<file path="config.mk">
export PLATFORM = sky130hd
export DESIGN_NAME = mi4_ctrl
export DESIGN_NICKNAME = d
export VERILOG_FILES = /design/src/rtl/core/mi4_pkg.sv /design/src/rtl/core/mi4_ctrl.sv
export SDC_FILE = /design/constraint.sdc
export NUM_CORES = 1
export LEC_CHECK = 0
export BUFFER_PORTS_ARGS = -buffer_cell sky130_fd_sc_hd__buf_2
export CAP_MARGIN = 20
export CORE_MARGIN = 2
export CORE_UTILIZATION = 35
export DETAILED_ROUTE_END_ITERATION = 10
export GPL_TIMING_DRIVEN = 0
export PLACE_DENSITY = 0.54
export RECOVER_POWER = 50
export SKIP_LAST_GASP = 1
export SYNTH_ARGS = -nofsm -noshare
export SYNTH_HDL_FRONTEND = slang
export SYNTH_SLANG_ARGS = --single-unit
</file>
<file path="constraint.sdc">
create_clock -name clk -period 2.9 [get_ports clk]
set_clock_uncertainty 0.2 [all_clocks]
set_input_delay 0 -clock clk [delete_from_list [all_inputs] [get_ports clk]]
set_output_delay 0 -clock clk [all_outputs]
set_load 0.01 [all_outputs]
</file>
<file path="src/rtl/core/mi4_pkg.sv">
// package: widths, beat types, state and command types and an index helper for the 4x4 inverter
`default_nettype none
package mi4_pkg;

  localparam int VALUE_WIDTH = 32;
  localparam int FRAC_BITS   = 16;
  // accumulator holds products up to the full determinant without wrap
  localparam int ACC_W       = 4 * VALUE_WIDTH + 6;
  // dividend and shifted divisor width
  localparam int DIV_W       = ACC_W + VALUE_WIDTH + 2 * FRAC_BITS;
  localparam int CNT_W       = $clog2(VALUE_WIDTH);

  typedef struct packed {
    logic [3:0]                    entry_index;
    logic signed [VALUE_WIDTH-1:0] entry_value;
    logic                          last_entry;
  } entry_t;

  typedef struct packed {
    logic [3:0]                    result_index;
    logic signed [VALUE_WIDTH-1:0] result_value;
    logic signed [VALUE_WIDTH-1:0] determinant;
    logic                          singular;
    logic                          last_result;
  } result_t;

  typedef enum logic [3:0] {
    S_LOAD,
    S_COF_MP,
    S_COF_MC,
    S_COF_RUN,
    S_COF_STORE,
    S_DET_MP,
    S_DET_MC,
    S_DET_RUN,
    S_DET_ABS,
    S_DET_SAT,
    S_DIV_LOAD,
    S_DIV_RUN,
    S_DIV_DONE
  } state_t;

  typedef enum logic [1:0] {
    SRC_ENTRY,
    SRC_TMP,
    SRC_COF
  } src_t;

  typedef struct packed {
    logic       entry_wr;
    logic [3:0] idx;
    logic       mp_load;
    logic       mc_load;
    src_t       src;
    logic       clr;
    logic       neg;
    logic       dst_acc;
    logic       mul_step;
    logic       mul_last;
    logic       cof_wr;
    logic       cof_neg;
    logic       det_abs;
    logic       det_sat;
    logic       div_load;
    logic       div_step;
    logic       div_first;
    logic       out_load;
    logic [3:0] out_idx;
  } dp_cmd_t;

  typedef struct packed {
    logic out_busy;
  } dp_status_t;

  // entry index of element (i, j) of the 3x3 minor that drops row and column of k
  function automatic logic [3:0] minor_idx(input logic [3:0] k, input logic [1:0] i,
                                           input logic [1:0] j);
    logic [1:0] rr;
    logic [1:0] cc;
    rr = (i < k[3:2]) ? i : i + 2'd1;
    cc = (j < k[1:0]) ? j : j + 2'd1;
    return {rr, cc};
  endfunction

endpackage
`default_nettype wire

</file>
<file path="src/rtl/core/mi4_ctrl.sv">
// controller: sequences loading, cofactor products, determinant, division and output
`default_nettype none
module mi4_ctrl (
  input  wire logic                clk,
  input  wire logic                rst,
  input  wire logic                entry_valid,
  input  wire logic                last_entry,
  output logic                     entry_stall,
  input  wire mi4_pkg::dp_status_t status,
  output mi4_pkg::dp_cmd_t         cmd
);

  localparam int CW = mi4_pkg::CNT_W;
  localparam logic [CW-1:0] LAST_BIT = CW'(mi4_pkg::VALUE_WIDTH - 1);

  mi4_pkg::state_t state, state_next;
  logic [3:0]    k;
  logic [1:0]    t;
  logic [1:0]    m;
  logic [CW-1:0] bitcnt;
  logic          bit_end;
  logic [1:0]    col_x;
  logic [1:0]    col_y;

  assign bit_end = (bitcnt == LAST_BIT);
  assign col_x   = (t == 2'd0) ? 2'd1 : 2'd0;
  assign col_y   = (t == 2'd2) ? 2'd1 : 2'd2;

  // next state
  always_comb begin
    state_next = state;
    unique case (state)
      mi4_pkg::S_LOAD:      if (entry_valid && last_entry) state_next = mi4_pkg::S_COF_MP;
      mi4_pkg::S_COF_MP:    state_next = mi4_pkg::S_COF_MC;
      mi4_pkg::S_COF_MC:    state_next = mi4_pkg::S_COF_RUN;
      mi4_pkg::S_COF_RUN: begin
        if (bit_end) begin
          if (m == 2'd2 && t == 2'd2) state_next = mi4_pkg::S_COF_STORE;
          else                        state_next = mi4_pkg::S_COF_MP;
        end
      end
      mi4_pkg::S_COF_STORE: state_next = (k == 4'd15) ? mi4_pkg::S_DET_MP : mi4_pkg::S_COF_MP;
      mi4_pkg::S_DET_MP:    state_next = mi4_pkg::S_DET_MC;
      mi4_pkg::S_DET_MC:    state_next = mi4_pkg::S_DET_RUN;
      mi4_pkg::S_DET_RUN: begin
        if (bit_end) state_next = (k == 4'd3) ? mi4_pkg::S_DET_ABS : mi4_pkg::S_DET_MP;
      end
      mi4_pkg::S_DET_ABS:   state_next = mi4_pkg::S_DET_SAT;
      mi4_pkg::S_DET_SAT:   state_next = mi4_pkg::S_DIV_LOAD;
      mi4_pkg::S_DIV_LOAD:  state_next = mi4_pkg::S_DIV_RUN;
      mi4_pkg::S_DIV_RUN:   if (bit_end) state_next = mi4_pkg::S_DIV_DONE;
      mi4_pkg::S_DIV_DONE: begin
        if (!status.out_busy) begin
          state_next = (k == 4'd15) ? mi4_pkg::S_LOAD : mi4_pkg::S_DIV_LOAD;
        end
      end
      default:              state_next = mi4_pkg::S_LOAD;
    endcase
  end

  // state and loop counters
  always_ff @(posedge clk) begin
    if (rst) begin
      state  <= mi4_pkg::S_LOAD;
      k      <= '0;
      t      <= '0;
      m      <= '0;
      bitcnt <= '0;
    end else begin
      state <= state_next;
      if (state == mi4_pkg::S_COF_RUN || state == mi4_pkg::S_DET_RUN ||
          state == mi4_pkg::S_DIV_RUN) begin
        bitcnt <= bit_end ? '0 : bitcnt + CW'(1);
      end
      unique case (state)
        mi4_pkg::S_COF_RUN: begin
          if (bit_end) begin
            if (m != 2'd2) begin
              m <= m + 2'd1;
            end else if (t != 2'd2) begin
              m <= '0;
              t <= t + 2'd1;
            end
          end
        end
        mi4_pkg::S_COF_STORE: begin
          k <= k + 4'd1;
          t <= '0;
          m <= '0;
        end
        mi4_pkg::S_DET_RUN: begin
          if (bit_end) k <= (k == 4'd3) ? 4'd0 : k + 4'd1;
        end
        mi4_pkg::S_DIV_DONE: begin
          if (!status.out_busy) k <= k + 4'd1;
        end
        default: ;
      endcase
    end
  end

  // command outputs
  always_comb begin
    cmd         = '0;
    cmd.src     = mi4_pkg::SRC_ENTRY;
    cmd.out_idx = k;
    entry_stall = (state != mi4_pkg::S_LOAD);
    unique case (state)
      mi4_pkg::S_LOAD: begin
        cmd.entry_wr = entry_valid;
      end
      mi4_pkg::S_COF_MP: begin
        cmd.mp_load = 1'b1;
        unique case (m)
          2'd0:    cmd.idx = mi4_pkg::minor_idx(k, 2'd1, col_x);
          2'd1:    cmd.idx = mi4_pkg::minor_idx(k, 2'd1, col_y);
          default: cmd.idx = mi4_pkg::minor_idx(k, 2'd0, t);
        endcase
      end
      mi4_pkg::S_COF_MC: begin
        cmd.mc_load = 1'b1;
        unique case (m)
          2'd0: begin
            cmd.idx = mi4_pkg::minor_idx(k, 2'd2, col_y);
            cmd.clr = 1'b1;
          end
          2'd1: begin
            cmd.idx = mi4_pkg::minor_idx(k, 2'd2, col_x);
            cmd.neg = 1'b1;
          end
          default: begin
            cmd.src     = mi4_pkg::SRC_TMP;
            cmd.dst_acc = 1'b1;
            cmd.clr     = (t == 2'd0);
            cmd.neg     = (t == 2'd1);
          end
        endcase
      end
      mi4_pkg::S_COF_RUN, mi4_pkg::S_DET_RUN: begin
        cmd.mul_step = 1'b1;
        cmd.mul_last = bit_end;
      end
      mi4_pkg::S_COF_STORE: begin
        cmd.idx     = k;
        cmd.cof_wr  = 1'b1;
        cmd.cof_neg = k[2] ^ k[0];
      end
      mi4_pkg::S_DET_MP: begin
        cmd.idx     = k;
        cmd.mp_load = 1'b1;
      end
      mi4_pkg::S_DET_MC: begin
        cmd.idx     = k;
        cmd.mc_load = 1'b1;
        cmd.src     = mi4_pkg::SRC_COF;
        cmd.dst_acc = 1'b1;
        cmd.clr     = (k == 4'd0);
      end
      mi4_pkg::S_DET_ABS:  cmd.det_abs = 1'b1;
      mi4_pkg::S_DET_SAT:  cmd.det_sat = 1'b1;
      mi4_pkg::S_DIV_LOAD: begin
        // inverse entry (r, c) takes the cofactor at (c, r)
        cmd.idx      = {k[1:0], k[3:2]};
        cmd.div_load = 1'b1;
      end
      mi4_pkg::S_DIV_RUN: begin
        cmd.div_step  = 1'b1;
        cmd.div_first = (bitcnt == '0);
      end
      mi4_pkg::S_DIV_DONE: cmd.out_load = !status.out_busy;
      default: ;
    endcase
  end

endmodule
`default_nettype wire

</file>
# Yosys cells after proc, flatten, opt, wreduce, memory -nomap -nowiden
# Index checks and enable logic that the tools add are counted.
[word_totals] ff_bits=17 inputBits=5 out_inout_bits=27 elab_cells=118
[classes] add_sub_neg=6 n_lt_le_gt_ge=6 n_eq_ne=29 muxes=50 bitwise_logic=1 n_reduce_logical=21
[op_table] op="$pmux W4 S13" n=1
[op_table] op="$mux W4" n=10
[op_table] op="$mux W2" n=14
[op_table] op="$eq A4 B4 Y1 const B" n=6
[op_table] op="$pmux W4 S2" n=3
[op_table] op="$eq A4 B3 Y1 const B" n=4
[op_table] op="$ne A2 B2 Y1 const B" n=8
[op_table] op="$pmux W4 S4" n=1
[op_table] op="$eq A4 B2 Y1 const B" n=3
[op_table] op="$mux W1" n=12
[op_table] op="$pmux W4 S3" n=1
[op_table] op="$logic_not A4 Y1" n=2
[op_table] op="$pmux W2 S2" n=2
[op_table] op="$add A2 B1 Y2 const B" n=3
[op_table] op="$mux W3" n=2
[op_table] op="$pmux W1 S2" n=3
[op_table] op="$reduce_and A3 Y1" n=2
[op_table] op="$reduce_or A2 Y1" n=3
[op_table] op="$add A5 B1 Y5 const B" n=1
[op_table] op="$eq A5 B5 Y1 const B" n=1
[op_table] op="$logic_not A5 Y1" n=1
[op_table] op="$mux W5" n=1
[op_table] op="$reduce_and A5 Y1" n=1
[op_table] op="$add A4 B1 Y4 const B" n=1
[op_table] op="other kinds (20)" n=27

# Depth between registers and ports, before layout
# Gate-level depths: netlist of run 1.
[depth] depth_word=6 ltp_mapped=10 ltp_nobuf=10

# Worst setup path before layout of run 1
# Ideal clock, no wire load.
[synth_timing] path_kind="register -> register" from="register bitcnt[0]" to="register t[1]" setup_time_ns=0.065 arrival_time_ns=2.152 required_ns=2.635 setup_slack_ns=0.483 stages_incl_launch_ff=9 path_buffers=0 period_less_slack_ns=2.417 path_cell_list="dfxtp_1 > ha_1 > and3_1 > ha_1 > nand3_2 > or4b_1 > a21oi_2 > mux2_1 > nor2_1"
[synth_via] elab_chain_cells=3
[synth_rtl] element="from (decl)" line_no="mi4_ctrl.sv:20" text="logic [CW-1:0] bitcnt;"
[synth_rtl] element="from (signal assigned)" line_no="mi4_ctrl.sv:73" text="bitcnt <= bit_end ? '0 : bitcnt + CW'(1);"
[synth_rtl] element="$eq A5 B5 Y1" line_no="mi4_ctrl.sv:25" text="assign bit_end = (bitcnt == LAST_BIT);"
[synth_rtl] element="$ne A2 B2 Y1 (no line)"
[synth_rtl] element="$reduce_and A4 Y1 (no line)"
[synth_rtl] element="to (signal assigned)" line_no="mi4_ctrl.sv:82" text="t <= t + 2'd1;"
[synth_rtl] element="to (decl)" line_no="mi4_ctrl.sv:18" text="logic [1:0] t;"
# Every way passes these cells.
# A chain may end at the register's enable or synchronous reset.

# Worst setup path in the final report of run 1
# Same ends and word-level chain as after synthesis.

==> reports/qor.yml, run 1 <==
global_routing:
  grt.overflow.total: 0
  antenna_found_initial: 0
  grt_max_degree: 11
  grt_usage_pct: 17.6
  grt_pass1_wl_mm: 7.03
  grt_pass1_vias: 1438
detailed_routing:
  route.antenna.remaining_nets: 0
  via_per_inst: 5.38
  finalWirelength_mm: 4.14
  drt-initial-drc-count: 117
  wl_per_cell_um: 14.3
  drt_pass1_iterations: 4
  drc: 0
  via_count: 1559
floorplanning:
  dieArea_um2: 4860
  die_width_um: 69.7
  die_h_um: 69.7
  fp-row-count: 23
  io_pins: 32
  coreArea_um2: 4090
  initial_core_util_pct: 37.0
setup_path:
  crit_chain: "ha_1, and3_1, ha_2, nand3_2, or4b_1, a21oi_2, mux2_1, nor2_1"
  critPathRequiredTime_ns: 2.89
  critical_path_class: "reg -> reg"
  critPathMaxFanout: 7
  critPathSlowestCell: "or4b_1"
  ff2ff_path_depth: 8
  cp-end-kind: "register"
  max_stage_delay_ns: 0.51
  cp_top_family: "simple AND/OR/NAND/NOR gates"
  worstPathBufferInverterCount: 0
  cp.arrival_ns: 2.65
  crit_cells: 8
  crit_path_start_kind: "register"
power_and_ir_drop:
  power_mw: 0.518
  peakVddDrop_v: 0.000251
  p_int_mw: 0.371
  p_seq_share_pct: 46.5
  power_density_nw_per_um2: 295
  p_switching_mw: 0.147
  switching_share_pct: 28.3
  p_clk_share_pct: 35.0
  combPwrFrac_pct: 18.5
  p_leak_nw: 0.643
timing:
  timing.setup.tns_ns: 0
  fin_crit_ns: 2.66
  worst_pin_slew_ns: 0.621
  finalCritPeriodShare_pct: 91.7
  relSlewSlack_pct: 58.3
  hold_viol: 0
  setup_viol: 0
  final_max_slew_viol_count: 0
  max_freq_mhz: 376
  rsz0062_at_grt: "false"
logic_synthesis:
  synth-seq-cells: 17
  synth.area.top_cells: "dfxtp_1, ha_1, nor2_1"
  ys_warn_count: 0
  ys.flop_type: "dfxtp_1"
  ys_types: 53
  async_reset_ff_share_pct: 0
  yosysMostFrequentCell: "nor2_1"
  ys_seq_area_share_pct: 22.5
  synth-edff-count: 0
  synth_top_area_share_pct: 22.5
  netlist_top_cells_count: "nor2_1, a21oi_1, dfxtp_1"
  synth.largest_area_cell: "dfxtp_1"
  avgSynthCellArea_um2: 7.42
  synthCells: 204
  syn_nets: 221
  syn-cell-area_um2: 1510
finish:
  finalInstanceArea_um2: 1760
  utilization_pct: 43.0
  drive_above_1_share_pct: 10.8
  nets: 258
  num_antenna_cells: 0
  syn_to_final_growth_pct: 16.0
clock_tree:
  cts_tree: "done"
  clock_latency_ns: 0.25
  cts_buffers: 3
  cts_setup_buffers: 0
  cts_sinks: 17
  clk_pin_slew_worst_paths_ns: 0.07
  cts.root.buffer_cell: "clkbuf_8"
  htree_levels: 1
  clockBufferDepth: 2
placed_design:
  routabilityCongestion: 0.894
  dpl_cell_area_um2: 1730
  io_buffers: 30
  dp_hpwl_mm: 3.15
min_path:
  hold_class: "in -> reg"
  hold_depth: 4
status:
  outcome: "finished, final reports clean"
job:
  maxCapViolCount: 0
state kept, by name, indices dropped and copies added, names as in the netlist:
| signal | count |
|---|---|
| bitcnt | 5 |
| k | 4 |
| state | 4 |
| m | 2 |
| t | 2 |
layer usage:
metal | global-route usage, % | vias up | share of wire [%]
li1 | - | 807 | -
met1 | 24.0 | 695 | 50
met2 | 27.7 | 51 | 43
met3 | 3.63 | 6 | 5.9
met4 | 5.98 | 0 | 1.3
met5 | 0 | - | 0
final timing paths:
kind / start / slack, ns / endpoint
worst min-delay path: last_entry / 0.05 / state[3]
worst max register to register: bitcnt[0] / 0.24 / t[1]
worst max-delay path: bitcnt[0] / 0.24 / t[1]
worst min register to register: bitcnt[3] / 0.31 / bitcnt[3]
final cells by class:
| type | count | area [um^2] |
|---|---|---|
| Buffer | 15 | 75.1 |
| Inverter | 11 | 41.3 |
| Clock inverter | 1 | 5.00 |
| Timing Repair Buffer | 32 | 149 |
| Tap cell | 50 | 62.6 |
| Multi-Input combinational cell | 161 | 1040 |
| Clock buffer | 3 | 41.3 |
| Sequential cell | 17 | 340 |
| Fill cell | 466 | 2330 |
layout by cell type (no fill, tap or decap), types with 3 or more instances in the layout:
master / count
a21oi_1: 17
a31oi_1: 4
buf_2: 13
clkbuf_1: 28
clkbuf_8: 3
dfxtp_1: 17
ha_1: 11
inv_1: 11
mux2i_1: 4
nand2_1: 11
nand2b_1: 8
nand3_1: 10
nand3b_1: 3
nand4_1: 3
nor2_1: 32
nor3_1: 4
nor3b_1: 3
o21ai_0: 10
or3_1: 3
or4b_1: 3
xnor2_1: 3
kinds of logic (layout without fill, tap and decap cells):
| family | count (synthesis) | after routing | share of synthesized area (%) |
|---|---|---|---|
| and+or+nand+nor | 89 | 89 | 31.7 |
| DFF | 17 | 17 | 22.5 |
| buffers and inverters | 26 | 62 | 8.02 |
| xor gates and xnor gates | 4 | 4 | 2.32 |
| muxes | 6 | 6 | 4.14 |
| AOI/OAI and AO/OA | 50 | 50 | 21.4 |
| adders and majority gates | 12 | 12 | 9.93 |
power groups by stage:
stage	sequential (mW)	combinational [mW]	clock, mW
2_1_floorplan	0.245	0.0655	0
3_3_place_gp	0.246	0.0980	0
3_5_place_dp	0.246	0.0960	0
4_1_cts	0.241	0.0986	0.185
5_1_grt	0.242	0.106	0.193
6_report	0.241	0.0957	0.181
stage by stage:
stage                     worst slack (ns)  std cells  hold slack [ns]
after floorplan                      0.483        204           -0.113
after global placement               0.180        284           0.0996
after detailed placement             0.183        284            0.100
after CTS                            0.160        290           0.0432
after global routing                0.0747        290           0.0545
final                                0.242        290           0.0480
tightest hold or removal path: stages:
cell	delay (ns)
buf_2	0.10
a21oi_1	0.13
or3_4	0.16
o31ai_1	0.07
repair_timing:
action | 4_1_cts | 5_1_grt
setup endpoints to repair | 0 | 1
hold buffers | 2 | 0
hold endpoints to repair | 4 | 0
resized for setup | 0 | 1
(Power assumes the default switching activity.)
==> run 2, diff against run 1 <==
Settings changed: CELL_PAD_IN_SITES_DETAIL_PLACEMENT set to 1, CELL_PAD_IN_SITES_GLOBAL_PLACEMENT set to 1, PLACE_DENSITY 0.54 to 0.71.
==> reports/qor.yml, run 2 (synthesis results as in run 1) <==
floorplanning:
  dieArea_um2: 4860
  die_width_um: 69.7
  initial_core_util_pct: 37.0
  die_h_um: 69.7
  coreArea_um2: 4090
  io_pins: 32
  fp-row-count: 23
min_path:
  hold_start: "last_entry"
  hold_class: "in -> reg"
  hold_depth: 4
  whs_endpoint: "state[3]"
power_and_ir_drop:
  peakVddDrop_v: 0.000242
  p_leak_nw: 0.654
  power_density_nw_per_um2: 300
  power_mw: 0.528
finish:
  final_cell_mix: "nor2_1, clkbuf_1, a21oi_1, dfxtp_1, buf_2"
  num_antenna_cells: 0
  syn_to_final_growth_pct: 16.5
  top_regs: "bitcnt: 5 flops, k: 4 flops, state: 4 flops"
  largest-register: "bitcnt"
  register_area_um2: 340
  layout_commonest_cell: "nor2_1"
  finalNonFillerCells: 290
  largest_reg_flops: 5
  fillers: 563
  nets: 258
  drive_above_1_share_pct: 11.3
  utilization_pct: 43.1
  multi_input_area_um2: 1050
clock_tree:
  clockBufferDepth: 2
  cts_tree: "done"
  cts_sinks: 17
  clk_pin_slew_worst_paths_ns: 0.08
  cts_setup_buffers: 0
  cts.root.buffer_cell: "clkbuf_8"
  htree_levels: 1
  cts_buffers: 3
  clock_latency_ns: 0.26
detailed_routing:
  drt-initial-drc-count: 130
  wl_per_cell_um: 15.6
  drt_pass1_iterations: 4
  drc: 0
  via_per_inst: 5.50
  route.antenna.remaining_nets: 0
  finalWirelength_mm: 4.53
  via_count: 1595
status:
  outcome: "finished, final reports clean"
setup_path:
  crit_path_start_kind: "register"
  startpoint: "bitcnt[0]"
  crit_chain: "ha_1, and3_1, ha_2, nand3_2, or4b_1, a21oi_2, mux2_1, nor2_1"
  critPathRequiredTime_ns: 2.90
  critical_path_class: "reg -> reg"
  critPathMaxFanout: 7
  worst-r2r-setup-slack_ns: 0.20
  cp-end-kind: "register"
  max_stage_delay_ns: 0.51
  ff2ff_path_depth: 8
  reg2reg_to: "t[1]"
  critPathSlowestCell: "or4b_1"
  cp.arrival_ns: 2.70
  reg2reg_from: "bitcnt[0]"
placed_design:
  routabilityCongestion: 0.792
  dp_hpwl_mm: 3.45
  dp.cells: 284
  io_buffers: 30
global_routing:
  grt_usage_pct: 19.5
  grt.overflow.total: 0
  grt_pass1_wl_mm: 7.67
  grt_pass1_vias: 1541
  grt_max_degree: 12
  antenna_found_initial: 0
timing:
  hold-worst-slack_ns: 0.0300
  timing.setup.tns_ns: 0
  setup_viol: 0
  final_max_slew_viol_count: 0
  relSlewSlack_pct: 57.4
  rsz0062_at_grt: "false"
  hold_viol: 0
  fin_crit_ns: 2.70
  worst_pin_slew_ns: 0.634
  max_freq_mhz: 370
  finalCritPeriodShare_pct: 93.2
job:
  maxCapViolCount: 0
## run 2: report_power, final
group | internal, mW | switching [mW]
clock | 0.0970 | 0.0951
combinational | 0.0379 | 0.0577
sequential | 0.236 | 0.00424
## run 2: timing repair
action / CTS / global route
gates resized for setup: 0 / 1
endpoints found under the hold margin: 4 / 0
setup endpoints to repair: 0 / 1
hold buffers: 2 / 0
## run 2: worst max-delay path by stage
| stage | slack (ns) | endpoint | depth (start not counted) |
|---|---|---|---|
| after floorplan | 0.48 | t[1] | 8 |
| after global placement | 0.18 | t[1] | 8 |
| after detailed placement | 0.15 | t[1] | 8 |
| after CTS | 0.12 | t[1] | 8 |
| after global routing | 0.02 | t[1] | 8 |
| final | 0.20 | t[1] | 8 |
## run 2: metrics by stage
stage | cell area, um^2 | setup slack [ns]
2_1_floorplan | 1510 | 0.483
3_3_place_gp | 1730 | 0.175
3_5_place_dp | 1730 | 0.147
4_1_cts | 1790 | 0.122
5_1_grt | 1760 | 0.0172
6_report | 1760 | 0.197
## run 2: worst max-delay path: cells and delay by family (launching register included)
family / cells / cell delay (ns)
adders and majority gates: 2 / 0.49
muxes: 1 / 0.35
DFF: 1 / 0.42
and+or+nand+nor: 4 / 0.91
AOI/OAI and AO/OA: 1 / 0.27
## run 2: area by class of cell
| cell class | count | share of cell area (%) |
|---|---|---|
| clock inverters | 1 | 0.426 |
| inverters | 11 | 2.34 |
| multi-input cells | 161 | 59.8 |
| flip-flops and latches | 17 | 19.3 |
| plain buffers | 15 | 3.83 |
| repair buffers | 32 | 8.45 |
| well taps | 50 | 3.55 |
| clock buffers | 3 | 2.34 |
## run 2: per-layer routing
layer / wire [um] / track usage [%]
met1: 2190 / 26.9
met2: 2140 / 31.9
met3: 170 / 3.05
met4: 31 / 4.70
met5: 0 / 0
